$ cat config.mk
export PLATFORM = sky130hd
export DESIGN_NAME = xalu_ctrl
export DESIGN_NICKNAME = d
export VERILOG_FILES = /design/src/xalu_pkg.sv /design/src/xalu_ctrl.sv
export SDC_FILE = /design/constraint.sdc
export NUM_CORES = 1
export LEC_CHECK = 0
export BUFFER_PORTS_ARGS = -buffer_cell sky130_fd_sc_hd__buf_4
export CORE_AREA = 2 2 39 41
export CTS_BUF_LIST = sky130_fd_sc_hd__clkbuf_8
export DETAILED_ROUTE_END_ITERATION = 16
export DIE_AREA = 0 0 41 43
export MAX_ROUTING_LAYER = met4
export PLACE_DENSITY = 0.45
export SLEW_MARGIN = 25
export SYNTH_ARGS = -nofsm -noshare
export SYNTH_HDL_FRONTEND = slang
export SYNTH_SLANG_ARGS = --single-unit
$ cat constraint.sdc
create_clock -name clock -period 1.45 [get_ports clock]
set_input_delay 0.29 -clock clock [delete_from_list [all_inputs] [get_ports clock]]
set_output_delay 0.29 -clock clock [all_outputs]
set_load 0.05 [all_outputs]
$ cat src/xalu_pkg.sv
// Shared types and constants for the x86-style integer ALU.
package xalu_pkg;

   typedef enum logic [4:0] {
      OP_ADD  = 5'd0,
      OP_ADC  = 5'd1,
      OP_SUB  = 5'd2,
      OP_SBB  = 5'd3,
      OP_MUL  = 5'd4,
      OP_IMUL = 5'd5,
      OP_DIV  = 5'd6,
      OP_IDIV = 5'd7,
      OP_MOD  = 5'd8,
      OP_IMOD = 5'd9,
      OP_AND  = 5'd10,
      OP_XOR  = 5'd11,
      OP_OR   = 5'd12,
      OP_SHL  = 5'd13,
      OP_SHR  = 5'd14,
      OP_SAR  = 5'd15,
      OP_NEG  = 5'd16
   } op_type;

   localparam logic [1:0] SIZE_8    = 2'd0;
   localparam logic [1:0] SIZE_16   = 2'd1;
   localparam logic [1:0] SIZE_32   = 2'd2;
   // Spare size code, handled as 32 bits.
   localparam logic [1:0] SIZE_WIDE = 2'd3;

   localparam int FLAG_CF = 0;
   localparam int FLAG_PF = 1;
   localparam int FLAG_ZF = 2;
   localparam int FLAG_SF = 3;
   localparam int FLAG_OF = 4;

   typedef enum logic [1:0] {
      ST_IDLE,
      ST_DIV,
      ST_FIX,
      ST_OUT
   } state_type;

   // Controller to datapath commands.
   typedef struct packed {
      logic load;
      logic div_start;
      logic div_step;
      logic div_fix;
      logic commit;
   } cmd_type;

   // Datapath to controller status.
   typedef struct packed {
      logic is_div;
      logic div_last;
   } status_type;

   // Operation beat.
   typedef struct packed {
      logic [4:0]  op;
      logic [1:0]  size_code;
      logic [31:0] src;
      logic [63:0] dest;
   } req_type;

   // Result beat.
   typedef struct packed {
      logic [63:0] result;
      logic        carry;
      logic        parity;
      logic        zero;
      logic        sign_bit;
      logic        overflow;
      logic        divide_error;
   } rsp_type;

   localparam int DIV_STEPS = 64;
   localparam int DIV_CNT_W = 7;

   // Even parity of the low byte.
   function automatic logic even_parity(input logic [7:0] v);
      even_parity = ~(^v);
   endfunction

endpackage

$ cat src/xalu_ctrl.sv
// Controller state machine for the ALU: sequences load, divide and result beat.
module xalu_ctrl (
   input  logic                    clock,
   input  logic                    reset,
   input  logic                    req_valid,
   output logic                    req_ready,
   output logic                    rsp_valid,
   input  logic                    rsp_ready,
   input  xalu_pkg::status_type    status,
   output xalu_pkg::cmd_type       cmd
);
   xalu_pkg::state_type state_ff, state_in;

   // State register
   always_ff @(posedge clock) begin
      if (reset) begin
         state_ff <= xalu_pkg::ST_IDLE;
      end else begin
         state_ff <= state_in;
      end
   end

   // Next state and commands
   always_comb begin
      state_in      = state_ff;
      cmd           = '0;
      req_ready     = 1'b0;
      rsp_valid     = 1'b0;
      unique case (state_ff)
         xalu_pkg::ST_IDLE: begin
            req_ready = 1'b1;
            if (req_valid) begin
               cmd.load = 1'b1;
               state_in = status.is_div ? xalu_pkg::ST_DIV : xalu_pkg::ST_OUT;
               cmd.div_start = status.is_div;
               cmd.commit = ~status.is_div;
            end
         end
         xalu_pkg::ST_DIV: begin
            cmd.div_step = 1'b1;
            if (status.div_last) state_in = xalu_pkg::ST_FIX;
         end
         xalu_pkg::ST_FIX: begin
            cmd.div_fix = 1'b1;
            state_in = xalu_pkg::ST_OUT;
         end
         xalu_pkg::ST_OUT: begin
            rsp_valid = 1'b1;
            req_ready = rsp_ready;
            if (rsp_ready) begin
               if (req_valid) begin
                  cmd.load = 1'b1;
                  state_in = status.is_div ? xalu_pkg::ST_DIV : xalu_pkg::ST_OUT;
                  cmd.div_start = status.is_div;
                  cmd.commit = ~status.is_div;
               end else begin
                  state_in = xalu_pkg::ST_IDLE;
               end
            end
         end
         default: state_in = xalu_pkg::ST_IDLE;
      endcase
   end
endmodule

# Word level (Yosys, flattened, before mapping)

Index checks and enable logic that the tools add are counted.

Register bits after elaboration: 2
Input bits: 6
Output and inout bits: 7
Logic and storage cells: 26

Eq/ne operators: 6
Mux-type cells: 16
Bitwise gates (word level): 1
Reductions and logical operators: 2

Operators by type and width:

| operator           | number |
|---|---|
| $mux 2             | 7 |
| $pmux 2 s4         | 1 |
| $ne 2x2->1 const B | 3 |
| $mux 1             | 5 |
| $eq 2x2->1 const B | 2 |
| $pmux 1 s2         | 2 |
| $pmux 2 s2         | 1 |
| $reduce_and 3->1   | 1 |
| $eq 2x1->1 const B | 1 |
| $logic_not 2->1    | 1 |
| $not 1->1          | 1 |

# Longest topological paths before layout

Gate-level depths: netlist of the first run.

Word-level depth: 4
Gate-level depth with buffers: 5
Depth with buffers taken out: 5

# Worst setup path before layout of the first run

No wires, ideal clock.

Kind: register to output
Start point: reg state_ff[0]
End point: out cmd[3] (netlist bit)
Arrival: 2092 ps
Required time: 1160 ps
Path slack: -932 ps
Stages on the path, launching flop included: 5
Path buffers: 0
Path through: dfxtp_1 -> inv_1 -> ha_1 -> nand2b_1 -> nor3b_1

RTL lines:

| what                   | RTL line        | RTL |
|---|---|---|
| start, declared        | xalu_ctrl.sv:12 | `xalu_pkg::state_type state_ff, state_in;` |
| start signal, assigned | xalu_ctrl.sv:17 | `state_ff <= xalu_pkg::ST_IDLE;` |
| start signal, assigned | xalu_ctrl.sv:19 | `state_ff <= state_in;` |
| end, declared          | xalu_ctrl.sv:10 | `output xalu_pkg::cmd_type cmd` |

==> results_dict.tcl, run 1 <==
set metrics [dict create \
    power.combinational.fraction_pct 80.7 \
    timing_hold_violations_final 0 \
    dieHeight_um 43 \
    die_footprint_mm2 0.00176 \
    area.growth.synth_to_final_pct 159 \
    violations "negative setup slack" \
    grt-ovfl-total 0 \
    path_buf_inv 2 \
    antennaDiodeCount 0 \
    num-nets-final 70 \
    post_synth_fa_ha_maj_area_fraction_pct 28.3 \
    switching_power_w 0.000884 \
    cellPowerDensity_mw_per_mm2 2700 \
    total_power_w 0.00186 \
    slew_headroom_pct 77.5 \
    end_kind "output pin" \
    synth.net_count 42 \
    detailed_place_hpwl_um 634 \
    power.static_leakage_nw 0.285 \
    layout.filler_cells 132 \
    seq_total_area_yosys_pct 15.1 \
    detail_route.vias_per_cell 4.53 \
    clock_tree_from_tritoncts "done" \
    avgRoutedWirePerCell_um 12.6 \
    grt_setup_unrepaired "true" \
    io-pin-count 13 \
    period_minus_slack_ns 1.64 \
    crit_path_max_incr_delay_ns 0.35 \
    grt_first_pass_wirelength_um 1420 \
    first_global_vias 356 \
    yosysUniqueCellTypes 16 \
    route.antenna.remaining_nets 0 \
    worst-endpoint-required_ns 1.16 \
    fp.coreArea_mm2 0.00138 \
    final.period_utilization_pct 113 \
    register_area_um2 47.5 \
    number_of_antenna_violations_at_the_first_check_in_global_routing 0 \
    pwr-share-clk_pct 12.3 \
    critical_path_arrival_ns 1.35 \
    cts-buffers-inserted 3 \
    synth_top_family_by_area "adder cells" \
    postSynthAreaPerCell_um2 8.84 \
    cts.root.buffer_cell "clkbuf_8" \
    sw_frac_of_total_pct 47.6 \
    overall_die_width_um 41 \
    cap_viol_max_count 0 \
    register_containing_the_most_flip_flops_in_the_final_layout "state_ff" \
    reg_clk_slew_reported_paths_ns 0.03 \
    min-delay-path-class "input pin to flop" \
    synthesis.yosys.warnings 0 \
    postSynthCellCount 30 \
    r2r_setup_slack_ns -0.03 \
    mappedNetlistArea_um2 265 \
    route.detailed.drc 0 \
    initialDrtViolationCount 2 \
    clock_latency_ns 0.21 \
    std_cell_rows 14 \
    finalWorstSetupSlack_ns -0.188 \
    worst_clock_skew_ns 0.00703 \
    drv_slew 0 \
    stdcell_count 73 \
    dpl.cell_count 64 \
    seq_power_share_pct 7.0 \
    post_route_cells_drive_above_1_share_pct 82.5 \
    ir_drop_mv 1.04 \
    start_util_pct 19.2 \
    hold_start "reset" \
    synth_simple_gate_area_share_pct 25.9 \
    run_status "finished with violations" \
    finalWeightedCongestion 0.815 \
    layout_top_registers "state_ff x2" \
    synthXorXnorAreaFrac_pct 0 \
    timing.critical_path.max_delay_family "flip-flops" \
    timing.critical_path.slowest_stage_cell "dfxtp_4" \
    crit-reg2reg-capture "state_ff[0]" \
    grtUsageTotal_pct 12.2 \
    first_pass_iters 2 \
    synth_area_in_compound_gates_pct 27.8 \
    final_area_um2 688 \
    critical_path.startpoint_type "flop" \
    postCtsHoldBufs 0 \
    multiInputGateArea_um2 349 \
    clock_sink_count 2 \
    max_clock_freq_mhz 611 \
    port-buffer-count 12 \
    worst-slew-pin-transition_ns 0.336 \
    routed-via-count 331 \
    min_delay_worst_endpoint "state_ff[0]" \
    htree_levels 1 \
    timing.hold.ws_ns 0.241 \
    reg2regPathDepth 6 \
    regToRegStartpoint "state_ff[0]" \
    setup_viol 5 \
    ctsLongestPathBuffers 2 \
    wl_um 920 \
    crit_chain "inv_4, ha_4, nand2b_4, nor3b_4, buf_6" \
    placed_standard_cell_area_um2 475 \
    grt_max_degree 6 \
    muxShareOfSynthArea_pct 0 \
    flip_flop_and_latch_count_after_synthesis 2 \
    worst-setup-path-type "flop to output pin" \
    hold-path-cell-count 2 \
    critical_path.max_fanout 3 \
    power.internal_w 0.000974 \
    largest_reg_flops 2 \
]
[cell families after synthesis]
kind of cell               count (synthesis)
AOI/OAI and AO/OA                         10
and+or+nand+nor                           10
adders and majority gates                  6
buffers and inverters                      2
DFF                                        2
[cell type report]
class	instances	area share [%]
Sequential cell	2	6.91
Multi-Input combinational cell	26	50.7
Clock inverter	1	0.545
Inverter	2	1.82
Timing Repair Buffer	23	31.1
Clock buffer	3	6.00
Tap cell	16	2.91
[placed cells by master (no fill, tap or decap), drive strengths merged, types with 2 or more instances in the layout]
master and count:
dfxtp 2, buf 23, a21oi 4, a211oi 2, inv 3, ha 6
nor2 3, nand2b 3, clkbuf 3
[how the worst max path moves through the flow]
stage                start     end  slack (ns)  cells past startpoint
4_1_cts        state_ff[0]  cmd[3]       -0.20                      5
3_5_place_dp   state_ff[0]  cmd[3]       -0.04                      5
6_report       state_ff[1]  cmd[3]       -0.19                      5
2_1_floorplan  state_ff[0]  cmd[3]       -0.14                      4
3_3_place_gp   state_ff[0]  cmd[3]       -0.02                      5
5_1_grt        state_ff[0]  cmd[3]       -0.24                      5
[metal layers]
metal  vias to the layer above  GRT usage [%]  share of wire (%)
met1                       156           14.4                 38
met3                         0           3.14                7.3
li1                        164              -                  -
met4                         0           4.00                  0
met5                         -              -                  0
met2                        11           19.4                 55
[power groups by stage]
stage / Sequential [W] / Combinational, W / Clock, W
3_5_place_dp: 0.000129 / 0.00112 / 0
6_report: 0.000129 / 0.00150 / 0.000229
5_1_grt: 0.000135 / 0.00159 / 0.000241
3_3_place_gp: 0.000124 / 0.00110 / 0
4_1_cts: 0.000131 / 0.00142 / 0.000233
2_1_floorplan: 0.000128 / 0.000780 / 0
[Yosys cell counts (all sizes together)]
library cell  n  area share [%]
nor3b         1             2.8
or2b          1             2.8
a221oi        1             5.7
dfxtp         2              15
nor3          1             1.9
a31oi         1             2.4
ha            6              28
and3          1             4.2
nor2          3             4.2
a21oi         4             7.5
o22a          1             3.3
o2111ai       1             3.3
nand2b        3             9.9
a211oi        2             5.7
inv           2             2.8
[per-stage QoR]
step           utilization (%)  setup WS (ns)  TNS (ns)
6_report                  49.7         -0.188    -0.485
5_1_grt                   49.7         -0.238    -0.798
4_1_cts                   47.2         -0.197    -0.546
3_5_place_dp              34.4        -0.0375   -0.0625
3_3_place_gp              34.4        -0.0162   -0.0162
2_1_floorplan                -         -0.137    -0.615
[what timing repair did]
item                                    in CTS  in global routing
endpoints found under the setup margin       6                  8
pin swaps                                    7                  4
buffers inserted                             6                  1
resized for setup                           21                  6
Power figures use the tool's default switching activity.
==> run 2, diff against run 1 <==
- RECOVER_POWER: not set -> 100
==> results_dict.tcl, run 2 (synthesis results as in run 1) <==
set metrics [dict create \
    min-delay-path-class "input pin to flop" \
    drv_slew 0 \
    power.static_leakage_nw 0.283 \
    clock_tree_from_tritoncts "done" \
    cts.root.buffer_cell "clkbuf_8" \
    cap_viol_max_count 0 \
    ir_drop_mv 1.04 \
    overall_die_width_um 41 \
    wl_um 925 \
    register_containing_the_most_flip_flops_in_the_final_layout "state_ff" \
    critical_path.startpoint_type "flop" \
    first_pass_iters 2 \
    fp.coreArea_mm2 0.00138 \
    area.growth.synth_to_final_pct 158 \
    setup_tns_ns -0.492 \
    period_minus_slack_ns 1.64 \
    register_area_um2 47.5 \
    setup_viol 5 \
    num-nets-final 70 \
    clock_sink_count 2 \
    finalWorstSetupSlack_ns -0.188 \
    run_status "finished with violations" \
    number_of_antenna_violations_at_the_first_check_in_global_routing 0 \
    worstSetupStartpoint "state_ff[1]" \
    detail_route.vias_per_cell 4.55 \
    ctsLongestPathBuffers 2 \
    final_common_cell "buf_4" \
    hold_start "reset" \
    cellPowerDensity_mw_per_mm2 2700 \
    grtUsageTotal_pct 12.2 \
    slew_headroom_pct 77.5 \
    htree_levels 1 \
    std_cell_rows 14 \
    dp_worst_setup_slack_ns -0.0375 \
    clock_latency_ns 0.21 \
    worst-setup-path-type "flop to output pin" \
    port-buffer-count 12 \
    avgRoutedWirePerCell_um 12.7 \
    worst_clock_skew_ns 0.00703 \
    regToRegStartpoint "state_ff[0]" \
    worst-endpoint-required_ns 1.16 \
    detailed_place_hpwl_um 634 \
    routed-via-count 332 \
    post_route_cells_drive_above_1_share_pct 82.5 \
    max_clock_freq_mhz 611 \
    grt_max_degree 6 \
    timing_hold_violations_final 0 \
    grt_setup_unrepaired "true" \
    critical_path.max_fanout 3 \
    die_footprint_mm2 0.00176 \
    cts-buffers-inserted 3 \
    layout.filler_cells 134 \
    grt-ovfl-total 0 \
    layout_top_registers "state_ff x2" \
    route.antenna.remaining_nets 0 \
    grt_first_pass_wirelength_um 1420 \
    final.period_utilization_pct 113 \
    initialDrtViolationCount 2 \
    io-pin-count 13 \
    finalWeightedCongestion 0.815 \
    largest_reg_flops 2 \
    dieHeight_um 43 \
    final_cell_mix "buf_4, buf_6, ha_4" \
    first_global_vias 356 \
    violations "negative setup slack" \
    reg_clk_slew_reported_paths_ns 0.03 \
    worst-slew-pin-transition_ns 0.336 \
    end_kind "output pin" \
    multiInputGateArea_um2 349 \
    antennaDiodeCount 0 \
    route.detailed.drc 0 \
    start_util_pct 19.2 \
    critical_path_arrival_ns 1.35 \
]
[run 2: final timing paths]
kind,to,slack (ns),depth (start not counted)
setup / recovery,cmd[3],-0.19,5
hold / removal,state_ff[0],0.24,2
setup reg to reg,state_ff[0],-0.04,6
hold reg to reg,state_ff[0],0.65,3
[run 2: area by class of cell]
type / count / area share (%)
multi-input combinational: 26 / 51.0
timing repair buffer: 23 / 30.7
sequential: 2 / 6.95
clock buffer: 3 / 6.03
tap: 16 / 2.93
inverter: 2 / 1.83
clock inverter: 1 / 0.548
[run 2: what timing repair did]
action / CTS / global route
hold endpoints to repair: 0 / 0
setup endpoints to repair: 6 / 8
gates resized for setup: 21 / 6
buffers inserted: 6 / 1
hold buffers: 0 / 0
pin swaps: 7 / 4
[run 2: routing by layer]
metal  track usage, %  vias to the layer above  share of wire [%]
met1             14.4                      157                 38
met2             19.4                       11                 54
met3             3.14                        0                7.0
li1                 -                      164                  -
met5                -                        -                  0
met4             4.00                        0                  0
[run 2: where the power goes]
part	switching, W	internal [W]
logic	0.000800	0.000686
clock network	0.0000492	0.000180
registers	0.0000336	0.0000967
[run 2: critical path, stage by stage, from the launching register on]
cell	delay [ns]
dfxtp_4	0.35
inv_4	0.04
ha_4	0.23
nand2b_4	0.17
nor3b_4	0.18
buf_6	0.18
[run 2: through the flow]
stage               total power [W]  instances  cell area (µm²)  hold WS [ns]  utilization, %
floorplan                  0.000909         30              320         0.347               -
global placement            0.00123         64              475         0.457            34.4
detailed placement          0.00125         64              475         0.453            34.4
CTS                         0.00178         73              653         0.237            47.2
global route                0.00195         73              684         0.243            49.5
finish                      0.00185         73              684         0.241            49.5
